## config.mk

```make
export PLATFORM = sky130hd
export DESIGN_NAME = multichannel_pcm_mixer_top
export DESIGN_NICKNAME = d
export VERILOG_FILES = /design/src/hdl/mpm_pkg.sv /design/src/hdl/mpm_cell.sv /design/src/hdl/multichannel_pcm_mixer_top.sv
export SDC_FILE = /design/constraint.sdc
export NUM_CORES = 2
export LEC_CHECK = 0
export BUFFER_PORTS_ARGS = -buffer_cell sky130_fd_sc_hd__buf_4
export CAP_MARGIN = 20
export CORE_ASPECT_RATIO = 0.6
export CORE_MARGIN = 3
export CORE_UTILIZATION = 46
export CTS_BUF_LIST = sky130_fd_sc_hd__clkbuf_8
export CTS_CLUSTER_DIAMETER = 200
export DETAILED_ROUTE_END_ITERATION = 8
export MAX_ROUTING_LAYER = met4
export RECOVER_POWER = 25
export SLEW_MARGIN = 15
export SYNTH_ARGS = -nofsm -noshare
export SYNTH_HDL_FRONTEND = slang
export SYNTH_SLANG_ARGS = --single-unit
```

## constraint.sdc

```tcl
create_clock -name clk -period 7 [get_ports clk]
set_input_delay 1.4 -clock clk [delete_from_list [all_inputs] [get_ports clk]]
set_output_delay 1.4 -clock clk [all_outputs]
set_load 0.01 [all_outputs]
```

## src/hdl/mpm_pkg.sv

```systemverilog
// Shared types and constants of the eight-channel PCM mixer.
package mpm_pkg;

  localparam int NUM_CHANNELS = 8;

  localparam logic [1:0] MODE_MIX   = 2'd0;
  localparam logic [1:0] MODE_START = 2'd1;
  localparam logic [1:0] MODE_VOL   = 2'd2;
  localparam logic [1:0] MODE_STOP  = 2'd3;

  localparam logic [11:0] FRAME_LEN_RST = 12'd315;
  localparam int          SUM_W         = 18;
  localparam int          PROD_W        = 29;

  // scale per active count: 65536*128 / (16129 * count)
  localparam logic [9:0] SCALE_TAB [0:8] = '{
    10'd0,
    10'(8388608 / (16129 * 1)),
    10'(8388608 / (16129 * 2)),
    10'(8388608 / (16129 * 3)),
    10'(8388608 / (16129 * 4)),
    10'(8388608 / (16129 * 5)),
    10'(8388608 / (16129 * 6)),
    10'(8388608 / (16129 * 7)),
    10'(8388608 / (16129 * 8))
  };

  typedef struct packed {
    logic        valid;
    logic [1:0]  mode;
    logic [2:0]  channel;
    logic [15:0] length;
    logic [6:0]  volume;
  } cmd_t;

  typedef struct packed {
    logic                    tok;
    logic signed [SUM_W-1:0] sum;
  } link_t;

endpackage

```

## src/hdl/mpm_cell.sv

```systemverilog
// One channel cell: channel state, adds its term to the passing partial sum.
module mpm_cell
  import mpm_pkg::*;
(
  input  logic       clk,
  input  logic       rst_n,
  input  logic [2:0] cell_idx,
  input  cmd_t       cmd,
  input  logic [7:0] sample,
  input  link_t      link_in,
  output link_t      link_out,
  output logic       active
);

  logic              active_r, active_nxt;
  logic [15:0]       pos_r, pos_nxt;
  logic [15:0]       len_r, len_nxt;
  logic [6:0]        vol_r, vol_nxt;
  link_t             link_r, link_nxt;
  logic signed [7:0] centered;
  logic signed [15:0] term;
  logic              hit;

  assign centered = $signed({~sample[7], sample[6:0]});
  assign term     = centered * $signed({1'b0, vol_r});
  assign hit      = cmd.valid && (cmd.channel == cell_idx);

  always_comb begin
    active_nxt   = active_r;
    pos_nxt      = pos_r;
    len_nxt      = len_r;
    vol_nxt      = vol_r;
    link_nxt.tok = link_in.tok;
    link_nxt.sum = link_in.sum;
    if (link_in.tok && active_r) begin
      if (pos_r >= len_r) begin
        active_nxt = 1'b0;
      end else begin
        link_nxt.sum = link_in.sum + SUM_W'(term);
        pos_nxt      = pos_r + 16'd1;
      end
    end
    if (hit) begin
      unique case (cmd.mode)
        MODE_START: begin
          if (cmd.length != 16'd0) begin
            active_nxt = 1'b1;
            pos_nxt    = 16'd0;
            len_nxt    = cmd.length;
            vol_nxt    = cmd.volume;
          end
        end
        MODE_VOL:  vol_nxt    = cmd.volume;
        MODE_STOP: active_nxt = 1'b0;
        default: ;
      endcase
    end
  end

  always_ff @(posedge clk) begin
    if (!rst_n) begin
      active_r   <= 1'b0;
      pos_r      <= '0;
      len_r      <= '0;
      vol_r      <= '0;
      link_r.tok <= 1'b0;
    end else begin
      active_r   <= active_nxt;
      pos_r      <= pos_nxt;
      len_r      <= len_nxt;
      vol_r      <= vol_nxt;
      link_r.tok <= link_nxt.tok;
    end
    link_r.sum <= link_nxt.sum;
  end

  assign link_out = link_r;
  assign active   = active_r;

endmodule

```

## src/hdl/multichannel_pcm_mixer_top.sv

```systemverilog
// Top level of the eight-channel PCM mixer: control, scale, output stage.
//
//  channel | ports                        | payload
//  --------+------------------------------+------------------------------------
//  input   | in_tvalid/in_tready          | tuser: mode; tdata: channel, length,
//          |                              |   volume, sample_0..sample_7
//  result  | out_tvalid/out_tready        | tdata: mixed_sample, playing_mask,
//          |                              |   accepted
//  config  | cfg_valid/cfg_ready          | cfg_data: frame_length
//
// A mix transaction walks the partial sum along the row of channel cells one
// cell per cycle, then scales it into the product register and clips it into
// the output register. One transaction is in work at a time; a stalled result
// waits in the output register while the next one is taken.
// Reset (rst_n low, synchronous) clears all channels and the frame position.
module multichannel_pcm_mixer_top
  import mpm_pkg::*;
(
  input  logic        clk,
  input  logic        rst_n,
  input  logic        in_tvalid,
  output logic        in_tready,
  input  logic [1:0]  in_tuser,   // [1:0] mode
  // [2:0] channel, [18:3] length, [25:19] volume, [33:26] sample_0 ...
  // [89:82] sample_7, [95:90] zero
  input  logic [95:0] in_tdata,
  output logic        out_tvalid,
  input  logic        out_tready,
  // [15:0] mixed_sample, [23:16] playing_mask, [24] accepted, [31:25] zero
  output logic [31:0] out_tdata,
  input  logic        cfg_valid,
  output logic        cfg_ready,
  input  logic [11:0] cfg_data
);

  localparam logic [1:0] S_IDLE  = 2'd0;
  localparam logic [1:0] S_CHAIN = 2'd1;
  localparam logic [1:0] S_MUL   = 2'd2;
  localparam logic [1:0] S_DONE  = 2'd3;

  logic [1:0]  state_r, state_nxt;
  logic [11:0] frame_len_r;
  logic [11:0] frame_pos_r, frame_pos_nxt, frame_pos_inc;
  logic [9:0]  scale_r;
  cmd_t        cmd_r;
  logic        go_r;
  logic        acc_r;
  logic [7:0]  samp_r [NUM_CHANNELS];
  logic signed [PROD_W-1:0] prod_r;
  logic        out_valid_r;
  logic [15:0] out_sample_r;
  logic [7:0]  out_mask_r;
  logic        out_acc_r;

  link_t       link [NUM_CHANNELS+1];
  logic [NUM_CHANNELS-1:0] active;
  logic [NUM_CHANNELS-1:0] toks;
  logic [3:0]  active_cnt;
  logic        in_fire;
  logic        out_free;
  logic signed [PROD_W-9:0] shifted;
  logic [15:0] clipped;

  assign in_tready = (state_r == S_IDLE);
  assign in_fire   = in_tvalid && in_tready;
  assign cfg_ready = 1'b1;
  assign out_free  = !out_valid_r || out_tready;

  assign link[0].tok = go_r;
  assign link[0].sum = '0;

  for (genvar i = 0; i < NUM_CHANNELS; i++) begin : g_cell
    mpm_cell u_cell (
      .clk      (clk),
      .rst_n    (rst_n),
      .cell_idx (3'(i)),
      .cmd      (cmd_r),
      .sample   (samp_r[i]),
      .link_in  (link[i]),
      .link_out (link[i+1]),
      .active   (active[i])
    );
    assign toks[i] = link[i+1].tok;
  end

  always_comb begin
    active_cnt = '0;
    for (int i = 0; i < NUM_CHANNELS; i++) begin
      active_cnt = active_cnt + {3'd0, active[i]};
    end
  end

  assign frame_pos_inc = frame_pos_r + 12'd1;
  assign frame_pos_nxt = (frame_pos_inc >= frame_len_r) ? 12'd0 : frame_pos_inc;

  assign shifted = prod_r[PROD_W-1:8];
  always_comb begin
    if (shifted > 21'sd32767) begin
      clipped = 16'h7FFF;
    end else if (shifted < -21'sd32768) begin
      clipped = 16'h8000;
    end else begin
      clipped = shifted[15:0];
    end
  end

  always_comb begin
    state_nxt = state_r;
    unique case (state_r)
      S_IDLE: begin
        if (in_fire) begin
          state_nxt = (in_tuser == MODE_MIX) ? S_CHAIN : S_MUL;
        end
      end
      S_CHAIN: begin
        if (link[NUM_CHANNELS].tok) begin
          state_nxt = S_DONE;
        end
      end
      S_MUL: state_nxt = S_DONE;
      S_DONE: begin
        if (out_free) begin
          state_nxt = S_IDLE;
        end
      end
      default: state_nxt = S_IDLE;
    endcase
  end

  always_ff @(posedge clk) begin
    if (!rst_n) begin
      state_r     <= S_IDLE;
      frame_len_r <= FRAME_LEN_RST;
      frame_pos_r <= '0;
      scale_r     <= '0;
      cmd_r.valid <= 1'b0;
      go_r        <= 1'b0;
      out_valid_r <= 1'b0;
    end else begin
      state_r     <= state_nxt;
      cmd_r.valid <= in_fire && (in_tuser != MODE_MIX);
      go_r        <= in_fire && (in_tuser == MODE_MIX);
      if (cfg_valid) begin
        frame_len_r <= cfg_data;
      end
      if (in_fire && (in_tuser == MODE_MIX)) begin
        if (frame_pos_r == 12'd0) begin
          scale_r <= SCALE_TAB[active_cnt];
        end
        frame_pos_r <= frame_pos_nxt;
      end
      if (state_r == S_DONE && out_free) begin
        out_valid_r <= 1'b1;
      end else if (out_tready) begin
        out_valid_r <= 1'b0;
      end
    end
    if (in_fire) begin
      cmd_r.mode    <= in_tuser;
      cmd_r.channel <= in_tdata[2:0];
      cmd_r.length  <= in_tdata[18:3];
      cmd_r.volume  <= in_tdata[25:19];
    end
  end

  always_ff @(posedge clk) begin
    if (in_fire) begin
      acc_r         <= !((in_tuser == MODE_START) && (in_tdata[18:3] == 16'd0));
      for (int i = 0; i < NUM_CHANNELS; i++) begin
        samp_r[i] <= in_tdata[26 + 8*i +: 8];
      end
    end
    if (state_r == S_CHAIN && link[NUM_CHANNELS].tok) begin
      prod_r <= link[NUM_CHANNELS].sum * $signed({1'b0, scale_r});
    end else if (state_r == S_MUL) begin
      prod_r <= '0;
    end
    if (state_r == S_DONE && out_free) begin
      out_sample_r <= clipped;
      out_mask_r   <= active;
      out_acc_r    <= acc_r;
    end
  end

  assign out_tvalid = out_valid_r;
  assign out_tdata  = {7'd0, out_acc_r, out_mask_r, out_sample_r};

  a_one_token: assert property (@(posedge clk) disable iff (!rst_n)
    $onehot0(toks))
    else $error("more than one cell holds the sum token");

  a_token_in_chain: assert property (@(posedge clk) disable iff (!rst_n)
    (toks != '0) |-> (state_r == S_CHAIN))
    else $error("sum token outside of a mix transaction");

  a_scale_range: assert property (@(posedge clk) disable iff (!rst_n)
    scale_r <= SCALE_TAB[1])
    else $error("scale above single channel value");

  a_reject_silent: assert property (@(posedge clk) disable iff (!rst_n)
    (out_tvalid && !out_tdata[24]) |-> (out_tdata[15:0] == 16'd0))
    else $error("rejected start carries a nonzero sample");

endmodule

```

==> After elaboration in Yosys (flattened, before gate mapping) <==
Memories as Yosys holds them, arrays and structs flattened. A register that Yosys moved wholly into a read port is not among the register bits.
Cells that the tools add are included.
W data, S select, Z words.
{ "word_totals": {"memories": 2, "regBits": 582, "mem_bits_ro": 160, "mem_bits_rw": 64, "in_bits": 115} }
{ "mem_list": {"columns": ["memory", "words", "word_bits", "read_ports", "rd_clocked_by_memory_dff", "wr", "line_no", "source"], "rows": [
  ["(no name shown)", 16, 10, 1, 1, 0, "multichannel_pcm_mixer_top.sv:148", "scale_r <= SCALE_TAB[active_cnt];"],
  ["samp_r", 8, 8, 8, 0, 8, "multichannel_pcm_mixer_top.sv:48", "logic [7:0] samp_r [NUM_CHANNELS];"]
]} }
{ "classes": {"mul": 9, "addsub": 23, "n_mux": 109, "bitwise_logic": 10, "eq_ne": 18, "order_cmp": 11, "n_reduce_logical": 55} }
{ "ops": {"columns": ["op", "count"], "rows": [
  ["$mux W16", 41],
  ["$mux W18", 14],
  ["$add A16 B1 Y16 const B", 8],
  ["$ge A16 B16 Y1", 8],
  ["$mul A8 B8 Y16", 8],
  ["$add A18 B16 Y18", 6],
  ["$mux W29", 2],
  ["$reduce_and A3 Y1", 17],
  ["$mux W1", 36],
  ["$mul A18 B11 Y29", 1],
  ["$logic_and A1 B1 Y1", 22],
  ["$gt A21 B16 Y1 const B", 1],
  ["$lt A21 B16 Y1 const B", 1],
  ["$add A16 B16 Y17", 1],
  ["$add A4 B1 Y4", 4],
  ["$logic_not A16 Y1", 1],
  ["$pmux W1 S2", 8],
  ["$reduce_bool A16 Y1", 1],
  ["$pmux W7 S2", 1],
  ["$add A12 B1 Y12 const B", 1],
  ["$eq A3 B3 Y1 const B", 4],
  ["$ge A12 B12 Y1", 1],
  ["$logic_not A12 Y1", 1],
  ["$mux W12", 1],
  ["other kinds (21)", 46]
]} }

==> Depth between registers and ports, before layout <==
{ "logic_depth": {"word_depth": 8, "depth_mapped": 23} }

==> Cells and area by module <==
Synthesis repeated with hierarchy kept, for this count alone.
{ "hier_totals": {"hier_cells": 6506, "hier_area_um2": 60636.9} }
{ "by_module_without_submodules": {"columns": ["module", "seq_area_each_um2", "area_each_um2", "cells_per_inst", "n_inst"], "rows": [
  ["mpm_cell (g_cell[0].u_cell ...)", 1181.1, 5858.1, 650, 5],
  ["multichannel_pcm_mixer_top", 4954.8, 13749.4, 1288, 1],
  ["mpm_cell (g_cell[7].u_cell)", 1181.1, 5894.4, 648, 1],
  ["mpm_cell (g_cell[5].u_cell)", 1181.1, 5879.4, 662, 1],
  ["mpm_cell (g_cell[6].u_cell)", 1181.1, 5823.1, 658, 1]
]} }

==> Worst setup path before layout <==
Ideal clock, no wire load.
{ "synth_path": {"path_kind": "in2reg", "startpoint": "input port in_tvalid", "endpoint": "register scale_r[5]", "n_path_buf": 2, "arrival_time_ns": 5.947, "setup_ns": 0.128, "cell_stages": 8, "setup_slack_ns": 0.925, "path_cell_list": "and2_1 clkbuf_1 nand2_1 nor4b_1 nand3_1 clkbuf_1 a22oi_1 nor2_1"} }
{ "synth_between": {"elab_chain_cells": 3} }
{ "synth_lines": {"columns": ["element", "line_no", "source"], "rows": [
  ["from (decl)", "multichannel_pcm_mixer_top.sv:21", "input logic in_tvalid,"],
  ["$logic_and A1 B1 Y1", "multichannel_pcm_mixer_top.sv:65", "assign in_fire = in_tvalid && in_tready;"],
  ["net in_fire", "multichannel_pcm_mixer_top.sv:59", "logic in_fire;"],
  ["$logic_and A1 B1 Y1", "multichannel_pcm_mixer_top.sv:146", "if (in_fire && (in_tuser == MODE_MIX)) begin"],
  ["$reduce_and A2 Y1 (no line)", null, null],
  ["to (decl)", "multichannel_pcm_mixer_top.sv:44", "logic [9:0] scale_r;"]
]} }
The timed path passes the listed nets, and every way through them passes these cells.
A chain may end at the register's enable or synchronous reset.

==> Worst setup path in the final report <==
{ "layout_path": {"startpoint": "register scale_r[5]", "endpoint": "register prod_r[25] (data pin)"} }
{ "layout_between": {"elab_chain_cells": 2} }
{ "layout_lines": {"columns": ["element", "line_no", "source"], "rows": [
  ["$mul A18 B11 Y29", "multichannel_pcm_mixer_top.sv:174", "prod_r <= link[NUM_CHANNELS].sum * $signed({1'b0, scale_r});"],
  ["$mux W29", "multichannel_pcm_mixer_top.sv:173", "if (state_r == S_CHAIN && link[NUM_CHANNELS].tok) begin"],
  ["to (signal assigned)", "multichannel_pcm_mixer_top.sv:174", null],
  ["to (decl)", "multichannel_pcm_mixer_top.sv:49", "logic signed [PROD_W-1:0] prod_r;"]
]} }
Every way passes these cells.

==> impl_metrics.py <==
metrics = {
    "route": {
        "antenna_left": 0,
        "wl_per_cell_um": 16.8,
        "drc": 0,
        "viasPerCell": 5.02,
        "dr_total_vias": 40200,
        "first_pass_iters": 5,
        "drtIter0Drc": 2555,
        "routed_wl_um": 134000,
    },
    "clocking": {
        "clk_pin_slew_ns": 0.07,
        "clock_latency_ns": 0.81,
        "cts_resized": 0,
        "clkSinkCount": 647,
        "cts-hold-fix-buffers": 0,
        "tritoncts": "yes",
        "post-cts-setup-buffer-count": 0,
        "cts-root-buf": "clkbuf_8",
        "cts_buffers": 105,
        "clockBufferDepth": 3,
        "htreeDepth": 3,
    },
    "power_and_ir_drop": {
        "netSwitchingPower_uw": 2590,
        "power_leakage_uw": 0.0296,
        "power_density_mw_per_mm2": 145,
        "pwr-share-comb_pct": 8.6,
        "intPower_uw": 6380,
        "switching_share_pct": 28.9,
        "seq_power_share_pct": 49.3,
        "peakVddDrop_uv": 178,
        "clockPowerShare_pct": 42.1,
    },
    "die": {
        "initial_core_util_pct": 46.6,
        "fp.dieH_um": 278,
        "core_area_mm2": 0.122,
        "num_rows": 99,
        "design.die.area_mm2": 0.128,
        "io_pins": 150,
        "die_w_um": 460,
    },
    "worst_setup_path": {
        "crit_fanout": 19,
        "reg2reg_to": "prod_r[25]",
        "cp-end-kind": "flip-flop",
        "crit_arrival_ns": 6.81,
        "startpoint": "scale_r[5]",
        "reg2reg_slack_ns": 0.68,
        "r2r_cells": 18,
        "path_class": "flip-flop to flip-flop",
        "required_ns": 7.49,
        "start_kind": "flip-flop",
        "r2r_start": "scale_r[5]",
        "crit_path_end": "prod_r[25]",
    },
    "layout": {
        "fin_area_mm2": 0.0619,
        "layout-drive-gt1-share_pct": 6.04,
        "num-fill-cells": 11500,
        "syn2layout_area_growth_pct": 8.74,
        "seq_area_mm2": 0.0143,
        "nets": 7623,
        "multi_input_area_mm2": 0.0372,
    },
    "timing": {
        "slew-limit-headroom_pct": -181,
        "hold_viol_final": 0,
        "final-max-slew-violation-count": 127,
        "fin_crit_sh_pct": 90.2,
        "fin_skew_ns": 0.0471,
        "fin_setup_tns_ns": 0,
        "setup_viol": 0,
        "worstMarginPinSlew_ns": 4.22,
        "rsz0062_at_grt": "false",
        "fmax_ghz": 0.158,
        "min_period_ns": 6.32,
    },
    "synth": {
        "synth_area_leaders": "fa_1, dfxtp_1, ha_1",
        "synth_top_area_share_pct": 24.5,
        "ys_ff_latch": 647,
        "syn_inst": 6191,
        "syn_area_per_cell_um2": 9.19,
        "synth.yosys.warnings": 0,
        "ys.flop_type": "dfxtp_1",
        "synthArstFlopShare_pct": 0,
        "mappedNetlistArea_mm2": 0.0569,
        "yosysTopAreaCell": "fa_1",
        "seq_area_frac_synth_pct": 25.2,
        "synth_edf_count": 139,
        "ys_types": 75,
    },
    "status": {
        "status": "finished with violations",
        "violations": "max-capacitance violations, max-slew violations",
    },
    "hold_path": {
        "hold_class": "flip-flop to flip-flop",
        "min_from": "acc_r",
        "min_path_cells": 0,
    },
    "place": {
        "portBuffers": 135,
        "placed_area_mm2": 0.0596,
        "dp_hpwl_um": 104000,
        "gp_routability_congestion": 0.859,
    },
    "global_routing": {
        "grt_overflow_total": 0,
        "track_usage_pct": 22.2,
        "grt_max_degree": 95,
        "grt_pass1_vias": 39900,
        "antenna_found_initial": 8,
        "grt_pass1_wl_um": 220000,
    },
    "flow_run": {
        "cap_violations": 3,
    },
}
-- per-layer routing --
metal  vias up  share of wire (%)  global-route usage, %
met5         -                  0                      -
met3       160                5.5                   3.81
met1     19600                 51                   33.3
met2       763                 42                   31.3
met4         0                2.1                   4.24
li1      19700                  -                      -
-- through the flow --
step / setup WS (ns) / utilization [%] / hold slack [ns] / total power, uW / cells
finish: 0.685 / 50.7 / 0.428 / 8970 / 8008
global route: 0.438 / 50.7 / 0.469 / 9390 / 8005
CTS: 0.750 / 50.7 / 0.430 / 9110 / 8002
detailed placement: 0.768 / 48.8 / 0.408 / 5290 / 7802
global placement: 0.779 / 48.8 / 0.409 / 5270 / 7802
floorplan: 0.925 / - / 0.400 / 4800 / 6197
-- state kept, by name (all words and copies together), names as in the netlist, 2 cells and up --
signal / cells
g_cell.u_cell.len_r: 128
cmd_r: 29
out_sample_r: 16
samp_r: 64
out_mask_r: 8
g_cell.u_cell.pos_r: 128
g_cell.u_cell.vol_r: 56
frame_len_r: 12
scale_r: 10
frame_pos_r: 12
prod_r: 21
g_cell.u_cell.active: 8
state_r: 2
g_cell.u_cell.link_out: 149
-- placed cells by master (no fill, tap or decap), types with 67 or more instances in the layout --
master    instances
inv_1          1273
fa_1            696
nand2_1         636
ha_1            517
dfxtp_1         508
nor2_1          341
and2_1          329
a21oi_1         222
o21ai_0         191
xnor2_1         159
edfxtp_1        139
mux2i_1         126
clkbuf_8        120
buf_4            83
xor2_1           80
nand3_1          79
a21o_1           77
nand2b_1         74
clkbuf_4         67
-- worst min-delay path by stage --
stage / endpoint
detailed placement: out_acc_r
finish: out_acc_r
global route: out_acc_r
global placement: out_acc_r
CTS: out_acc_r
floorplan: out_acc_r
-- cells in the mapped netlist, drive strengths merged (74+ instances only) --
library cell,count
mux2i,126
and2,336
nand2,636
fa,696
ha,517
a21oi,222
o21ai,193
a21o,79
edfxtp,139
xor2,80
nor2,342
nand3,79
clkbuf,171
dfxtp,508
xnor2,159
nand2b,74
inv,1255
-- final cells by class --
class	count	area share, %
flip-flops and latches	647	23.2
well taps	1616	3.27
multi-input cells	4106	60.1
clock inverters	80	1.15
clock buffers	120	2.67
diodes	4	0.0162
repair buffers	180	2.04
inverters	1255	7.62
-- power groups by stage --
stage	Clock, uW	Sequential (uW)	Combinational [uW]
final	3770	4420	773
after global routing	4070	4450	870
after CTS	3900	4410	800
after detailed placement	0	4490	795
after global placement	0	4490	783
after floorplan	0	4270	526
-- logic make-up after synthesis --
| family | share of synthesized area [%] |
|---|---|
| buffers and inverters | 9.61 |
| flip-flops | 25.2 |
| other | 0.0132 |
| adder cells (fa/ha/maj) | 35.8 |
| multiplexers | 2.91 |
| AO/OA/AOI/OAI | 7.41 |
| AND/OR/NAND/NOR | 15.3 |
| XOR/XNOR | 3.68 |
-- worst max-delay path: stages (launching register included) --
cell and delay (ns):
dfxtp_1 0.87, nand2_1 0.18, fa_1 0.49, fa_1 0.54, inv_1 0.04, fa_1 0.46
fa_1 0.55, inv_1 0.05, fa_1 0.52, inv_1 0.04, ha_1 0.34, a21o_1 0.20
a22o_1 0.24, a211o_1 0.33, a311o_1 0.45, a41oi_1 0.33, o21ba_2 0.18, xor2_1 0.14
nor2_1 0.05
Note: power is estimated with default switching activity, not from simulation.
